--- src/hdl/iawn_pkg.sv ---
// Shared types and constants for the inverse affine warp block.
// Used by every module under hdl except iawn_ram; depends on nothing else.
package iawn_pkg;

   localparam int COEF_W = 32;
   localparam int DIM_W  = 8;
   localparam int POS_W  = 7;
   localparam int PIX_W  = 24;
   localparam int IDX_REG_W = 3;
   localparam int PROD_W = COEF_W + POS_W + 1;
   localparam int SUM_W  = PROD_W + 2;
   localparam int REQ_DATA_W = ((2 * POS_W + PIX_W + 7) / 8) * 8;

   typedef enum logic [IDX_REG_W-1:0] {
      REG_COEF_XX = 3'd0,
      REG_COEF_XY = 3'd1,
      REG_COEF_XT = 3'd2,
      REG_COEF_YX = 3'd3,
      REG_COEF_YY = 3'd4,
      REG_COEF_YT = 3'd5,
      REG_WIDTH   = 3'd6,
      REG_HEIGHT  = 3'd7
   } reg_index_type;

   typedef enum logic {
      MODE_LOAD = 1'b0,
      MODE_WARP = 1'b1
   } mode_type;

   typedef struct packed {
      logic signed [COEF_W-1:0] coef_xx;
      logic signed [COEF_W-1:0] coef_xy;
      logic signed [COEF_W-1:0] coef_xt;
      logic signed [COEF_W-1:0] coef_yx;
      logic signed [COEF_W-1:0] coef_yy;
      logic signed [COEF_W-1:0] coef_yt;
      logic [DIM_W-1:0]         eff_width;
      logic [DIM_W-1:0]         eff_height;
   } cfg_type;

   typedef struct packed {
      mode_type         mode;
      logic [POS_W-1:0] pos_x;
      logic [POS_W-1:0] pos_y;
      logic [PIX_W-1:0] pixel;
      logic             dest_out;
   } item_type;

endpackage

--- src/hdl/iawn_map.sv ---
// Affine mapping pipeline: products of coefficients and position, then the two sums.
// Depends on iawn_pkg.
module iawn_map
   import iawn_pkg::*;
(
   input  logic                     clock,
   input  logic                     reset,
   input  logic                     advance,
   input  logic                     in_valid,
   input  item_type                 in_item,
   input  cfg_type                  cfg,
   output logic                     out_valid,
   output item_type                 out_item,
   output logic signed [SUM_W-1:0]  out_sx,
   output logic signed [SUM_W-1:0]  out_sy
);

   logic                     v1_ff, v1_in;
   item_type                 item1_ff, item1_in;
   logic signed [PROD_W-1:0] pxx_ff, pxy_ff, pyx_ff, pyy_ff;
   logic signed [PROD_W-1:0] pxx_in, pxy_in, pyx_in, pyy_in;
   logic                     dest_out;
   logic                     v2_ff, v2_in;
   item_type                 item2_ff;
   logic signed [SUM_W-1:0]  sx_ff, sy_ff, sx_in, sy_in;

   always_comb begin
      v1_in    = in_valid;
      pxx_in   = cfg.coef_xx * $signed({1'b0, in_item.pos_x});
      pxy_in   = cfg.coef_xy * $signed({1'b0, in_item.pos_y});
      pyx_in   = cfg.coef_yx * $signed({1'b0, in_item.pos_x});
      pyy_in   = cfg.coef_yy * $signed({1'b0, in_item.pos_y});
      dest_out = (DIM_W'(in_item.pos_x) >= cfg.eff_width) ||
                 (DIM_W'(in_item.pos_y) >= cfg.eff_height);
      item1_in          = in_item;
      item1_in.dest_out = dest_out;
      v2_in    = v1_ff;
      sx_in    = SUM_W'(pxx_ff) + SUM_W'(pxy_ff) + SUM_W'(cfg.coef_xt);
      sy_in    = SUM_W'(pyx_ff) + SUM_W'(pyy_ff) + SUM_W'(cfg.coef_yt);
   end

   always_ff @(posedge clock) begin
      if (reset) begin
         v1_ff <= 1'b0;
         v2_ff <= 1'b0;
      end else if (advance) begin
         v1_ff <= v1_in;
         v2_ff <= v2_in;
      end
   end

   always_ff @(posedge clock) begin
      if (advance) begin
         item1_ff          <= item1_in;
         pxx_ff            <= pxx_in;
         pxy_ff            <= pxy_in;
         pyx_ff            <= pyx_in;
         pyy_ff            <= pyy_in;
         item2_ff          <= item1_ff;
         sx_ff             <= sx_in;
         sy_ff             <= sy_in;
      end
   end

   assign out_valid = v2_ff;
   assign out_item  = item2_ff;
   assign out_sx    = sx_ff;
   assign out_sy    = sy_ff;

endmodule

--- config.mk ---
export PLATFORM = sky130hd
export DESIGN_NAME = iawn_map
export DESIGN_NICKNAME = d
export VERILOG_FILES = /design/src/hdl/iawn_pkg.sv /design/src/hdl/iawn_map.sv
export SDC_FILE = /design/constraint.sdc
export NUM_CORES = 2
export LEC_CHECK = 0
export BUFFER_PORTS_ARGS = -buffer_cell sky130_fd_sc_hd__buf_2
export CELL_PAD_IN_SITES_DETAIL_PLACEMENT = 0
export CELL_PAD_IN_SITES_GLOBAL_PLACEMENT = 1
export CORE_MARGIN = 3
export CORE_UTILIZATION = 40
export DETAILED_ROUTE_END_ITERATION = 16
export GPL_ROUTABILITY_DRIVEN = 0
export PLACE_DENSITY_LB_ADDON = 0.1
export SYNTH_ARGS = -nofsm -noshare
export SYNTH_HDL_FRONTEND = slang
export SYNTH_SLANG_ARGS = --single-unit
--- constraint.sdc ---
create_clock -name clock -period 7.7 [get_ports clock]
set_input_delay 1.54 -clock clock [delete_from_list [all_inputs] [get_ports clock]]
set_output_delay 1.54 -clock clock [all_outputs]
set_load 0.005 [all_outputs]
# Yosys cells after proc, flatten, opt, wreduce, memory -nomap -nowiden
# Cells that the tools add are included.
[word_totals]
in_bits = 252
output_inout_bits = 125
elab_cells = 29
ff_bits = 326
[classes]
magnitude_cmp = 2
n_mul = 4
n_addsub = 4
n_reduce_logical = 1
[ops]
columns = ["op", "n"]
rows = [
  ["$mul 32x8->40", 4],
  ["$add 41x32->42", 2],
  ["$add 40x40->41", 2],
  ["$ge 7x8->1", 2],
  ["$logic_or 1x1->1", 1],
]

# Depth between registers and ports, before layout
[logic_depth]
depth_word = 2
depth_mapped = 20
mapped_depth_nobuf = 19

# Least setup slack after synthesis
# No wires, ideal clock.
[synth_path]
kind = "in2reg"
from = "in in_item[34] in the netlist's numbering"
to = "reg pyx_ff[39], data pin"
setup_ps = 258
path_slack_ps = 1144
cell_stages = 20
arrival_time_ps = 6299
n_path_buf = 2
t_required_ps = 7442
cell_sequence = "clkbuf_1 clkbuf_1 nand2_1 fa_1 inv_1 fa_1 fa_1 inv_1 fa_1 inv_1 ha_1 a21o_1 or3_1 o22ai_2 o211ai_1 o21ba_2 a211o_2 a21o_1 a21o_1 xnor2_1"
[synth_between]
elab_chain_len = 1
[synth_lines]
columns = ["element", "line", "source"]
rows = [
  ["from (decl)", "iawn_map.sv:10", "input item_type in_item,"],
  ["$mul 32x8->40", "iawn_map.sv:31", "pyx_in = cfg.coef_yx * $signed({1'b0, in_item.pos_x});"],
  ["named net pyx_in[39]", "iawn_map.sv:21", "logic signed [PROD_W-1:0] pxx_in, pxy_in, pyx_in, pyy_in;"],
  ["to (signal assigned)", "iawn_map.sv:57", "pyx_ff <= pyx_in;"],
  ["to (decl)", "iawn_map.sv:20", "logic signed [PROD_W-1:0] pxx_ff, pxy_ff, pyx_ff, pyy_ff;"],
]
# The timed path passes the listed nets, and every way through them passes these cells.
# A chain may end at the register's enable or synchronous reset.

# Worst setup path after layout
[layout_path]
from = "in in_item[34] in the netlist's numbering"
to = "reg pxx_ff[36], data pin"
[layout_between]
elab_chain_len = 1
[layout_lines]
columns = ["element", "line", "source"]
rows = [
  ["$mul 32x8->40", "iawn_map.sv:29", "pxx_in = cfg.coef_xx * $signed({1'b0, in_item.pos_x});"],
  ["named net pxx_in[36]", "iawn_map.sv:21", ""],
  ["to (signal assigned)", "iawn_map.sv:55", "pxx_ff <= pxx_in;"],
  ["to (decl)", "iawn_map.sv:20", ""],
]
# The timed path passes the listed nets, and every way through them passes these cells.

==> results.yml <==
grt:
  grt_pass1_vias: 35010
  grt_overflow: 0
  grt_max_degree: 168
  track_usage: 0.2073
  antenna_found_initial: 17
  grt_pass1_wl_um: 199100
routing:
  vias: 32950
  vias_per_cell: 4.976
  drtPass1Iterations: 5
  drc: 0
  wl_um: 123700
  wl_per_cell_um: 18.68
  first_iter_violations: 1424
  drtAntennaViolNets: 0
synth:
  yosysTopAreaCellShare: 0.3150
  synth.cell_area_um2: 47410
  ys_warn_count: 0
  synth_cell_types: 78
  synth-xor-area-share: 0.04175
  synth-edff-count: 324
  synth-simple-area-share: 0.1580
  ys_ff_latch: 326
  synth_area_leaders: "fa_1, edfxtp_1, ha_1"
  synth_cells: 4707
  synth-compound-area-share: 0.09017
  ys_seq_area_frac: 0.2060
  avgSynthCellArea_um2: 10.07
  synth_top_family_by_area: "adder cells"
  ys.flop_type: "edfxtp_1"
  yosysTopAreaCell: "fa_1"
  synth_nets: 6123
  synthAdderAreaFrac: 0.4253
  async_flop_share: 0
  synthMuxAreaShare: 0.0006597
timing:
  post-route-period-util: 0.8528
  fin_setup_tns_ns: 0
  maxSlewHeadroom: 0.3708
  worst_pin_slew_ns: 0.9438
  setup_viol: 0
  rsz0062_at_grt: "false"
  fin_skew_ns: 0.02172
  whs_ns: 0.4074
  slew_viol_final: 0
  hold_viol: 0
  min_period_ns: 6.567
  max_freq_mhz: 152.3
power_and_ir_drop:
  p_leak_nw: 25.37
  power_density_nw_per_um2: 426.5
  sequentialPowerShare: 0.183
  p_int_w: 0.01147
  power.switching_w: 0.01096
  swShare: 0.4885
  clkPwrFrac: 0.086
  power.combinational.fraction: 0.732
  irDropWorstVdd_uv: 359.9
finish:
  nFillCells: 11400
  area_growth_pct: 10.91
  drive_gt1_frac: 0.1032
  nets: 6472
die:
  rows: 125
  start_util: 0.4058
  die_h_um: 350.3
  die-area_um2: 122700
  core_um2: 116800
  num_io_pins: 377
  die_x_um: 350.3
critical_path:
  worstPathCellList: "buf_2, buf_4, and2_1, fa_1, fa_1, fa_1, inv_1, fa_1, inv_1, ha_1, a21o_1, a21o_1, or3_1, o21ai_0, buf_4, o31a_1, o21ai_0, a31oi_1, xnor2_1"
  crit_path_start_kind: "primary input"
  path_common_cell: "fa_1"
  cp_max_fo: 27
  crit_slowest_cell: "fa_1"
  cp.required_ns: 8.05
  critPathCaptureType: "flip-flop"
  critPathArrivalTime_ns: 6.91
  path_class: "in -> reg"
  slowest_delay_ns: 0.53
placed_design:
  dpl.hpwl_um: 102300
  placement.io_buffers: 375
clock_tree:
  htreeDepth: 2
  cts_resized: 0
  post_cts_buffers: 0
  hold_buffers: 0
  cts.clk_slew.worst_paths_ns: 0.06
  clock_path_buffers: 3
  cts_made_buffers: 41
  cts.sinks: 326
  cts_root_buf: "clkbuf_16"
  clock_latency_ns: 0.63
  cts_tree: "done"
worst_hold_path:
  hp-class: "reg -> reg"
status:
  status: "finished, final reports clean"
run:
  drv_cap: 0
[cells by family (layout without fill, tap and decap cells)]
kind of cell    Yosys count  in the layout
flops                   326            326
xor+xnor                226            226
compound gates          664            664
buf+inv                 984           1364
mux                       3              3
fa+ha+maj              1164           1164
other cells               0             10
simple gates           1340           1340
[cells in the mapped netlist (all sizes together), types with 5 or more instances]
| cell | count |
|---|---|
| o31a | 5 |
| fa | 746 |
| edfxtp | 324 |
| or3 | 6 |
| inv | 855 |
| nand3 | 37 |
| o21ai | 120 |
| o21a | 25 |
| and2 | 821 |
| xor2 | 67 |
| and3 | 18 |
| a221o | 7 |
| o211ai | 22 |
| xnor2 | 159 |
| ha | 418 |
| a31oi | 27 |
| a21o | 114 |
| o31ai | 12 |
| and4 | 5 |
| o22ai | 7 |
| a211oi | 20 |
| nand2 | 235 |
| nand2b | 28 |
| a211o | 9 |
| nand4 | 26 |
| nor2 | 111 |
| nor2b | 24 |
| clkbuf | 122 |
| buf | 7 |
| a21oi | 232 |
| nor3 | 15 |
| o21bai | 21 |
[cells in the final DEF (no fill, tap or decap), types with 20 or more instances in the layout]
| cell | instances |
|---|---|
| inv_1 | 855 |
| and2_1 | 821 |
| fa_1 | 746 |
| ha_1 | 418 |
| buf_2 | 374 |
| edfxtp_1 | 324 |
| nand2_1 | 235 |
| a21oi_1 | 231 |
| xnor2_1 | 159 |
| a21o_1 | 114 |
| o21ai_0 | 112 |
| nor2_1 | 111 |
| xor2_1 | 67 |
| buf_4 | 54 |
| clkbuf_16 | 41 |
| nand3_1 | 37 |
| nand2b_1 | 28 |
| nand4_1 | 26 |
| o21a_1 | 25 |
| nor2b_1 | 24 |
| a31oi_1 | 24 |
| o211ai_1 | 22 |
| o21bai_1 | 20 |
[routing by layer]
metal	part of all wire	global-route usage
met5	0.00044	0
met1	0.44	0.2779
met3	0.041	0.02448
met2	0.50	0.3634
met4	0.016	0.04014
[sequential cells by signal, indices dropped and copies added (netlist names)]
register   count
pxy_ff        40
pyy_ff        40
out_sy        42
v1_ff          1
item1_ff      40
out_item      40
pxx_ff        40
pyx_ff        40
out_valid      1
out_sx        42
[final timing paths]
path | from | to | slack (ns) | cells after the start
setup / recovery | in_item[34] | pxx_ff[36]$_DFFE_PP_ | 1.13 | 19
hold reg to reg | item1_ff[28]$_DFFE_PP_ | out_item[28]$_DFFE_PP_ | 0.41 | 0
setup reg to reg | pxx_ff[1]$_DFFE_PP_ | out_sx[41]$_DFFE_PP_ | 3.63 | 13
hold / removal | item1_ff[28]$_DFFE_PP_ | out_item[28]$_DFFE_PP_ | 0.41 | 0
[power by group through the flow]
| stage | Sequential (W) | Combinational [W] | Clock (W) |
|---|---|---|---|
| final | 0.00410 | 0.0164 | 0.00192 |
| after global routing | 0.00417 | 0.0185 | 0.00206 |
| after detailed placement | 0.00414 | 0.0164 | 0 |
| after CTS | 0.00414 | 0.0166 | 0.00200 |
| after global placement | 0.00416 | 0.0165 | 0 |
| after floorplan | 0.00388 | 0.0118 | 0 |
[final cells by class]
class,count,area (um2),share of cell area
timing repair buffer,435,2412,0.04587
multi-input combinational,3397,33940,0.6455
sequential,326,9769,0.1858
antenna,10,25.02,0.0004759
clock buffer,49,1076,0.02046
tap,1524,1907,0.03626
inverter,855,3209,0.06103
clock inverter,25,242.7,0.004616
[worst max-delay path: cells and delay by family]
| kind | cells | cell delay [ns] |
|---|---|---|
| adders and majority gates | 5 | 2.26 |
| AOI/OAI and AO/OA | 6 | 1.29 |
| buffers and inverters | 5 | 1.19 |
| and+or+nand+nor | 2 | 0.50 |
| xor gates and xnor gates | 1 | 0.11 |
[through the flow]
step,utilization,area [um2],total power (W),cells,setup slack [ns]
2_1_floorplan,-,47410,0.01570,4707,1.144
3_3_place_gp,0.4386,51240,0.02070,6537,0.4762
3_5_place_dp,0.4386,51240,0.02053,6537,0.4525
4_1_cts,0.4499,52560,0.02276,6611,1.136
5_1_grt,0.4500,52570,0.02476,6616,0.7343
6_report,0.4501,52590,0.02243,6621,1.133
Note: power is estimated with default switching activity, not from simulation.
