## src/hdl/iawn_pkg.sv

```systemverilog
// Shared types and constants for the inverse affine warp block.
// Used by every module under hdl except iawn_ram; depends on nothing else.
package iawn_pkg;

   localparam int COEF_W = 32;
   localparam int DIM_W  = 8;
   localparam int POS_W  = 7;
   localparam int PIX_W  = 24;
   localparam int IDX_REG_W = 3;
   localparam int PROD_W = COEF_W + POS_W + 1;
   localparam int SUM_W  = PROD_W + 2;
   localparam int REQ_DATA_W = ((2 * POS_W + PIX_W + 7) / 8) * 8;

   typedef enum logic [IDX_REG_W-1:0] {
      REG_COEF_XX = 3'd0,
      REG_COEF_XY = 3'd1,
      REG_COEF_XT = 3'd2,
      REG_COEF_YX = 3'd3,
      REG_COEF_YY = 3'd4,
      REG_COEF_YT = 3'd5,
      REG_WIDTH   = 3'd6,
      REG_HEIGHT  = 3'd7
   } reg_index_type;

   typedef enum logic {
      MODE_LOAD = 1'b0,
      MODE_WARP = 1'b1
   } mode_type;

   typedef struct packed {
      logic signed [COEF_W-1:0] coef_xx;
      logic signed [COEF_W-1:0] coef_xy;
      logic signed [COEF_W-1:0] coef_xt;
      logic signed [COEF_W-1:0] coef_yx;
      logic signed [COEF_W-1:0] coef_yy;
      logic signed [COEF_W-1:0] coef_yt;
      logic [DIM_W-1:0]         eff_width;
      logic [DIM_W-1:0]         eff_height;
   } cfg_type;

   typedef struct packed {
      mode_type         mode;
      logic [POS_W-1:0] pos_x;
      logic [POS_W-1:0] pos_y;
      logic [PIX_W-1:0] pixel;
      logic             dest_out;
   } item_type;

endpackage

```

## src/hdl/iawn_csr.sv

```systemverilog
// Configuration registers of the warp block: six affine coefficients and the image size.
// Depends on iawn_pkg.
module iawn_csr
   import iawn_pkg::*;
#(
   parameter int MAX_SIDE  = 128,
   parameter int FRAC_BITS = 16
) (
   input  logic                 clock,
   input  logic                 reset,
   input  logic                 csr_valid,
   output logic                 csr_ready,
   input  logic [IDX_REG_W-1:0] csr_index,
   input  logic [COEF_W-1:0]    csr_data,
   output cfg_type              cfg
);

   localparam logic [COEF_W-1:0] ONE = COEF_W'(1) << FRAC_BITS;
   localparam logic [DIM_W-1:0]  SIDE_RESET = DIM_W'(128);

   logic [COEF_W-1:0] coef_xx_ff, coef_xy_ff, coef_xt_ff;
   logic [COEF_W-1:0] coef_yx_ff, coef_yy_ff, coef_yt_ff;
   logic [DIM_W-1:0]  width_ff, height_ff;

   assign csr_ready = 1'b1;

   always_ff @(posedge clock) begin
      if (reset) begin
         coef_xx_ff <= ONE;
         coef_xy_ff <= '0;
         coef_xt_ff <= '0;
         coef_yx_ff <= '0;
         coef_yy_ff <= ONE;
         coef_yt_ff <= '0;
         width_ff   <= SIDE_RESET;
         height_ff  <= SIDE_RESET;
      end else if (csr_valid) begin
         unique case (reg_index_type'(csr_index))
            REG_COEF_XX: coef_xx_ff <= csr_data;
            REG_COEF_XY: coef_xy_ff <= csr_data;
            REG_COEF_XT: coef_xt_ff <= csr_data;
            REG_COEF_YX: coef_yx_ff <= csr_data;
            REG_COEF_YY: coef_yy_ff <= csr_data;
            REG_COEF_YT: coef_yt_ff <= csr_data;
            REG_WIDTH:   width_ff   <= csr_data[DIM_W-1:0];
            REG_HEIGHT:  height_ff  <= csr_data[DIM_W-1:0];
            default: ;
         endcase
      end
   end

   // Sizes beyond the frame store clamp to its side.
   always_comb begin
      cfg.coef_xx    = $signed(coef_xx_ff);
      cfg.coef_xy    = $signed(coef_xy_ff);
      cfg.coef_xt    = $signed(coef_xt_ff);
      cfg.coef_yx    = $signed(coef_yx_ff);
      cfg.coef_yy    = $signed(coef_yy_ff);
      cfg.coef_yt    = $signed(coef_yt_ff);
      cfg.eff_width  = (32'(width_ff) > MAX_SIDE) ? DIM_W'(MAX_SIDE) : width_ff;
      cfg.eff_height = (32'(height_ff) > MAX_SIDE) ? DIM_W'(MAX_SIDE) : height_ff;
   end

endmodule

```

## config.mk

```make
export PLATFORM = sky130hd
export DESIGN_NAME = iawn_csr
export DESIGN_NICKNAME = d
export VERILOG_FILES = /design/src/hdl/iawn_pkg.sv /design/src/hdl/iawn_csr.sv
export SDC_FILE = /design/constraint.sdc
export NUM_CORES = 1
export LEC_CHECK = 0
export BUFFER_PORTS_ARGS = -buffer_cell sky130_fd_sc_hd__buf_2
export CAP_MARGIN = 20
export CORE_AREA = 4 4 154 193
export DETAILED_ROUTE_END_ITERATION = 10
export DIE_AREA = 0 0 158 197
export GPL_TIMING_DRIVEN = 0
export PLACE_DENSITY = 0.58
export REMOVE_ABC_BUFFERS = 1
export SYNTH_ARGS = -nofsm -noshare
export SYNTH_HDL_FRONTEND = slang
export SYNTH_SLANG_ARGS = --single-unit
export TNS_END_PERCENT = 30
```

## constraint.sdc

```tcl
create_clock -name clock -period 2.12 [get_ports clock]
set_clock_uncertainty 0.05 [all_clocks]
set_input_delay 0.636 -clock clock [delete_from_list [all_inputs] [get_ports clock]]
set_output_delay 0.636 -clock clock [all_outputs]
set_load 0.01 [all_outputs]
```

# Word-level counts from Yosys, hierarchy flattened
# Index checks and enable logic that the tools add are counted.
word_totals:
  register_bits: 208
  wordCells: 28
classes:
  n_reduce_logical: 9
  eq_ne: 7
  mux: 2
  order_cmp: 2
ops:
  columns: ["cell", "n"]
  rows:
  - ["$gt A8 B8 Y1 const B", 2]
  - ["$mux W8", 2]
  - ["$reduce_and A2 Y1", 8]
  - ["$eq A3 B3 Y1 const B", 4]
  - ["$eq A3 B2 Y1 const B", 2]
  - ["$eq A3 B1 Y1 const B", 1]
  - ["$logic_not A3 Y1", 1]

# Depth between registers and ports, before layout
# Gate-level depths: netlist of the first run.
logic_depth:
  word_depth: 2
  depth_mapped: 5
  ltp_nobuf: 2

# Worst setup path before layout of the first run
# OpenSTA, ideal clock, no wires.
synth_timing:
  path_kind: "input port to flip-flop"
  start: "in csr_index[0]"
  end: "reg coef_xx_ff[2]"
  cell_stages: 5
  setup_time_ns: 0.129
  slack_ns: 0.260
  required_ns: 1.941
  arrival_ns: 1.681
  path_cell_list: "buf_2 or4b_1 buf_2 buf_6 mux2i_1"
synth_via:
  elab_chain_cells: 2
synth_lines:
  columns: ["element", "line_no", "rtl"]
  rows:
  - ["start: declaration", "iawn_csr.sv:13", "input logic [IDX_REG_W-1:0] csr_index,"]
  - ["$logic_not A3 Y1", "iawn_csr.sv:38", "unique case (reg_index_type'(csr_index))"]
  - ["$reduce_and A2 Y1 (no line)", null, null]
  - ["end signal: assignment", "iawn_csr.sv:39", "REG_COEF_XX: coef_xx_ff <= csr_data;"]
  - ["end: declaration", "iawn_csr.sv:21", "logic [COEF_W-1:0] coef_xx_ff, coef_xy_ff, coef_xt_ff;"]
# Every way passes these cells.
# A chain may end at the register's enable or synchronous reset.

==> summary.md, run 1 <==
| Metric | Value |
|---|---|
| Status | `complete, no violations` |
| Die width | `158 microns` |
| RSZ-0062 raised after global routing | `no` |
| Num CTS Buffers | `23` |
| CP endpoint kind | `primary output` |
| Largest fanout on the critical path | `9` |
| Final net count | `1001` |
| ANT nets after route | `0` |
| Hold Path Cell Cnt | `3` |
| Register bit count reported by yosys | `208` |
| Row count | `68` |
| HP Start | `csr_data[16]` |
| Vias post-DR | `5794` |
| Die Ht | `197 microns` |
| Sequential element share of the synthesized area | `50.6%` |
| CTS Root Buffer Type | `clkbuf_16` |
| DIE AREA | `31100 sq um` |
| First-pass GRT wire length | `33900 microns` |
| Post-CTS Setup Inserts | `0` |
| Fin cells | `1329` |
| Power, Total | `8450 uW` |
| MaxCap Viol Count | `0` |
| Unique masters post-synth | `17` |
| Longest Clk Path Bufs | `3` |
| Vias in the first global route | `5809` |
| Post-route minimum period | `2030 ps` |
| Slew HR | `44.0%` |
| Clock sinks | `208` |
| Setup violations, final | `0` |
| Fraction of layout cells with a size suffix above 1 | `29.9%` |
| R2r setup slk | `1200 ps` |
| IO Pins | `247` |
| Worst-path clk slew | `60 ps` |
| Avg Cell Area, Syn | `11.0 sq um` |
| Max Clk Rate | `492 MHz` |
| Mapped Cells | `745` |
| Fin. max-slew vios | `0` |
| 1st-pass router iterations | `4` |
| Ant diodes | `0` |
| Fillers | `2730` |
| Worst Path Arrival | `1340 ps` |
| Largest net degree at the start of global routing | `126` |
| DRT Wirelength | `22300 microns` |
| Drt wl/cell | `16.7 microns` |
| Initial Util | `29.8%` |
| Placed cell areas | `9830 sq um` |
| HPWL Detailed | `14800 microns` |
| Post-CTS Hold Fix Bufs | `0` |
| Final Hold Vio Count | `0` |
| Initial DRC count | `233` |
| Critical path class | `reg -> out` |
| Yosys warns | `0` |
| Leakage | `0.00557 uW` |
| Routability Congestion | `0.676` |
| Final cell area excluding filler cells | `10600 sq um` |
| Synthesized area | `8230 sq um` |
| Min-delay worst type | `in -> reg` |
| Post-DR vias/cell | `4.36` |
| Post-CTS Resized | `0` |
| Total gr overflow | `0` |
| Final Cycle Share | `95.8%` |
| Core outline area | `27700 sq um` |
| Final Core Density | `38.2%` |
| Worst hold endpoint | `coef_xx_ff[16]$_SDFFE_PP1P_` |
| Least-Margin Pin Slew | `836 ps` |
| H-Tree Level Count | `1` |
| Critical path launch point type | `register` |
| Worst flop-to-flop path endpoint | `height_ff[7]$_SDFFE_PP1P_` |
| Worst-Skew Late Latency | `490 ps` |
| VDD IR-drop max | `516 uV` |
| Placed cell count | `1288` |
| Drt drc | `0` |
| Req. time, crit path | `1430 ps` |
| Overall Global Routing Usage | `13.6%` |
| CTS tree | `done` |
| PwrDens | `801 nW/um^2` |
| Reg2reg path depth | `2` |
| Port Buffers | `245` |
| Initial antenna violation count | `0` |
| Worst flop-to-flop path startpoint | `height_ff[7]$_SDFFE_PP1P_` |
| Area grow syn2layout | `28.3%` |
cells by family after synthesis:
family	synth area share (%)
other	0.0456
and+or+nand+nor	20.5
muxes	25.3
DFF	50.6
buffers and inverters	3.54
critical path, cell delays in order (launching register included):
cell and delay (ps):
dfxtp_1 550, nor2b_1 130, buf_2 160
stage by stage:
| stage | setup WS, ps | hold WS (ps) | setup TNS, ps |
|---|---|---|---|
| finish | 89.2 | 374 | 0 |
| global route | 14.2 | 384 | 0 |
| CTS | 38.7 | 343 | 0 |
| detailed placement | -417 | 408 | -17970 |
| global placement | -2310 | 405 | -404540 |
| floorplan | -527 | 398 | -67100 |
cell usage in the layout (no fill, tap or decap), types with 5 or more instances in the layout:
cell type,n
clkbuf_1,7
nor2_1,6
buf_8,5
nand2b_1,236
mux2i_1,208
buf_2,244
dfxtp_1,208
clkbuf_16,23
clkbuf_8,8
nor2b_1,14
report_power, final:
group	switching, uW	internal (uW)
clock network	1560	2270
registers	44.6	4000
logic	309	262
synth_stat cells:
| cell type | count | area [sq um] |
|---|---|---|
| nor2b_1 | 14 | 87.6 |
| nand2b_1 | 236 | 1480 |
| nand4b_1 | 3 | 26.3 |
| and4b_1 | 1 | 10.0 |
| nor2_1 | 6 | 22.5 |
| and4bb_1 | 1 | 12.5 |
| nand4_1 | 1 | 6.26 |
| or4b_1 | 1 | 10.0 |
| nand4bb_1 | 3 | 33.8 |
| mux2i_1 | 208 | 2080 |
| buf_4 | 2 | 15.0 |
| buf_1 | 8 | 30.0 |
| buf_2 | 17 | 85.1 |
| clkbuf_1 | 31 | 116 |
| buf_6 | 4 | 45.0 |
| dfxtp_1 | 208 | 4160 |
| conb_1 | 1 | 3.75 |
per-layer routing:
metal | global-route usage, % | up-vias | routed length [microns] | part of all wire, %
met3 | 3.71 | 35 | 1500 | 6.8
met5 | 0 | - | 0 | 0
met4 | 3.60 | 0 | 473 | 2.1
met2 | 23.0 | 155 | 10700 | 48
met1 | 17.1 | 2711 | 9550 | 43
li1 | - | 2893 | - | -
area by class of cell:
| cell class | count | area, sq um | share of cell area [%] |
|---|---|---|---|
| Sequential cell | 208 | 4160 | 39.5 |
| Multi-Input combinational cell | 475 | 3810 | 36.1 |
| Clock inverter | 3 | 15.0 | 0.142 |
| Clock buffer | 38 | 712 | 6.75 |
| Timing Repair Buffer | 255 | 1410 | 13.4 |
| Tap cell | 350 | 438 | 4.15 |
flip-flops by register name (all words and copies together), names as in the netlist:
name        cells
coef_xt_ff     32
coef_yt_ff     32
coef_yx_ff     32
coef_yy_ff     32
coef_xy_ff     32
coef_xx_ff     32
width_ff        8
height_ff       8
worst max-delay path by stage:
stage                              start                     endpoint  slack [ps]  cells past startpoint
6_report       height_ff[7]$_SDFFE_PP1P_                       cfg[3]          90                      2
5_1_grt                        csr_valid  coef_yx_ff[15]$_SDFFE_PP0P_          10                      5
4_1_cts        height_ff[7]$_SDFFE_PP1P_                       cfg[3]          40                      2
3_5_place_dp                   csr_valid  coef_yx_ff[15]$_SDFFE_PP0P_        -420                      5
3_3_place_gp                csr_index[2]  coef_xy_ff[15]$_SDFFE_PP0P_       -2310                      3
2_1_floorplan               csr_index[2]   coef_xy_ff[0]$_SDFFE_PP0P_        -530                      2
No activity file was read; power rests on OpenSTA's default activity.
==> run 2: changes to the inputs <==
--- a/config.mk
+++ b/config.mk
@@ -7,11 +7,11 @@
 export LEC_CHECK = 0
 export BUFFER_PORTS_ARGS = -buffer_cell sky130_fd_sc_hd__buf_2
 export CAP_MARGIN = 20
-export CORE_AREA = 4 4 154 193
+export CORE_AREA = 4 4 119 149
 export DETAILED_ROUTE_END_ITERATION = 10
-export DIE_AREA = 0 0 158 197
+export DIE_AREA = 0 0 123 153
 export GPL_TIMING_DRIVEN = 0
-export PLACE_DENSITY = 0.58
+export PLACE_DENSITY = 0.85
 export REMOVE_ABC_BUFFERS = 1
 export SYNTH_ARGS = -nofsm -noshare
 export SYNTH_HDL_FRONTEND = slang
==> summary.md, run 2 (same netlist as run 1, synthesis figures left out) <==
| Metric | Value |
|---|---|
| Status | `complete, no violations` |
| H-Tree Level Count | `1 (unchanged)` |
| Worst Path Arrival | `1290 ps (-50 ps)` |
| Post-CTS Hold Fix Bufs | `0 (unchanged)` |
| Fin cells | `1191 (-10%)` |
| Drt drc | `0 (unchanged)` |
| Leakage | `0.00554 uW (-0.40%)` |
| Fin. max-slew vios | `0 (unchanged)` |
| RSZ-0062 raised after global routing | `no` |
| Largest net degree at the start of global routing | `129 (+2.4%)` |
| Least-Margin Pin Slew | `742 ps (-93.8 ps)` |
| Slew HR | `50.5% (+6.5 points)` |
| Routability Congestion | `0.711 (+5.0%)` |
| Worst-path clk slew | `60 ps (about the same)` |
| Post-DR vias/cell | `4.86 (+12%)` |
| DRT Wirelength | `19700 microns (-11%)` |
| Post-CTS Resized | `0 (unchanged)` |
| Largest fanout on the critical path | `9 (unchanged)` |
| Longest Clk Path Bufs | `3 (unchanged)` |
| Final cell area excluding filler cells | `10300 sq um (-2.0%)` |
| Most frequent cells in the layout | `244 x buf_2, 236 x nand2b_1, 208 x mux2i_1, 208 x dfxtp_1, 21 x clkbuf_16` |
| Post-route minimum period | `1980 ps (-53.8 ps)` |
| Final Cycle Share | `93.3% (-2.5 points)` |
| ANT nets after route | `0 (unchanged)` |
| Total gr overflow | `0 (unchanged)` |
| CTS Root Buffer Type | `clkbuf_16` |
| HPWL Detailed | `13500 microns (-8.2%)` |
| Initial DRC count | `288 (+24%)` |
| First-pass GRT wire length | `31100 microns (-8.3%)` |
| CTS tree | `done` |
| IO Pins | `247 (unchanged)` |
| Final Hold Vio Count | `0 (unchanged)` |
| Vias post-DR | `5794 (unchanged)` |
| Port Buffers | `245 (unchanged)` |
| Area grow syn2layout | `25.7%` |
| VDD IR-drop max | `556 uV (+7.9%)` |
| Most common cell after layout, fill and taps aside | `buf_2` |
| Row count | `52 (-24%)` |
| Drt wl/cell | `16.6 microns (-0.98%)` |
| Num CTS Buffers | `21 (-8.7%)` |
| Req. time, crit path | `1430 ps (about the same)` |
| Die Ht | `153 microns (-22%)` |
| Max Clk Rate | `506 MHz (+2.7%)` |
| CP endpoint kind | `primary output` |
| Critical path launch point type | `register` |
| Clock sinks | `208 (unchanged)` |
| PwrDens | `783 nW/um^2 (-2.2%)` |
| Setup violations, final | `0 (unchanged)` |
| Min-delay worst type | `in -> reg` |
| Ant diodes | `0 (unchanged)` |
| Overall Global Routing Usage | `20.2% (+6.6 points)` |
| Worst-Skew Late Latency | `470 ps (-20 ps)` |
| Vias in the first global route | `5848 (+0.67%)` |
| Core outline area | `16200 sq um (-41%)` |
| Setup TNS | `0 ps (unchanged)` |
| Placed cell areas | `9690 sq um (-1.4%)` |
| Critical path class | `reg -> out` |
| Fraction of layout cells with a size suffix above 1 | `30.1% (+0.12 points)` |
| 1st-pass router iterations | `6 (+2)` |
| MaxCap Viol Count | `0 (unchanged)` |
| Initial antenna violation count | `0 (unchanged)` |
| Die width | `123 microns (-22%)` |
| Post-CTS Setup Inserts | `0 (unchanged)` |
| Initial Util | `50.8% (+21 points)` |
| Final net count | `1000 (-0.10%)` |
| Placed cell count | `1155 (-10%)` |
| DIE AREA | `18800 sq um (-40%)` |
run 2: cell types whose count changed in the layout (fill, tap and decap cells not counted), moves of 2 or more:
| cell | previous run | this run |
|---|---|---|
| clkbuf_16 | 23 | 21 |
| clkinv_2 | 3 | 5 |
| clkbuf_8 | 8 | 6 |
| clkbuf_1 | 7 | 3 |
run 2: path summary, 6_finish.rpt:
check,from,to,slack [ps],depth (start not counted)
hold reg to reg,coef_xt_ff[5]$_SDFFE_PP0P_,coef_xt_ff[5]$_SDFFE_PP0P_,420,2
hold / removal,csr_data[7],width_ff[7]$_SDFFE_PP1P_,410,3
setup / recovery,width_ff[7]$_SDFFE_PP1P_,cfg[11],140,2
setup reg to reg,width_ff[7]$_SDFFE_PP1P_,width_ff[7]$_SDFFE_PP1P_,1210,2
run 2: worst max-delay path, stage by stage, from the launching register on:
cell and delay, ps:
dfxtp_1 540, nor2b_1 120, buf_2 160
run 2: layout make-up:
type | instances | area, sq um
Timing Repair Buffer | 256 | 1450
Sequential cell | 208 | 4160
Multi-Input combinational cell | 475 | 3800
Clock inverter | 6 | 32.5
Tap cell | 216 | 270
Clock buffer | 30 | 619
Fill cell | 1306 | 5860
run 2: through the flow:
stage	worst slack, ps	hold WS [ps]	util, %	total power [uW]
final	143	414	63.8	8090
after global routing	96.0	420	63.8	8400
after CTS	136	397	63.8	8180
after detailed placement	-322	409	59.8	4690
after global placement	-1960	405	58.2	4680
after floorplan	-527	398	-	4430
run 2: where the power goes:
| group | switching (uW) | internal (uW) | total [uW] |
|---|---|---|---|
| Combinational | 301 | 264 | 565 |
| Sequential | 43.9 | 3990 | 4040 |
| Clock | 1460 | 2020 | 3490 |
| Total | 1810 | 6280 | 8090 |
run 2: routing by layer:
metal | up-vias | global-route usage (%) | routed length (microns)
li1 | 2871 | - | -
met1 | 2739 | 24.4 | 8270
met2 | 158 | 36.0 | 9820
met3 | 26 | 4.92 | 1340
met4 | 0 | 4.54 | 316
met5 | - | 0 | 0
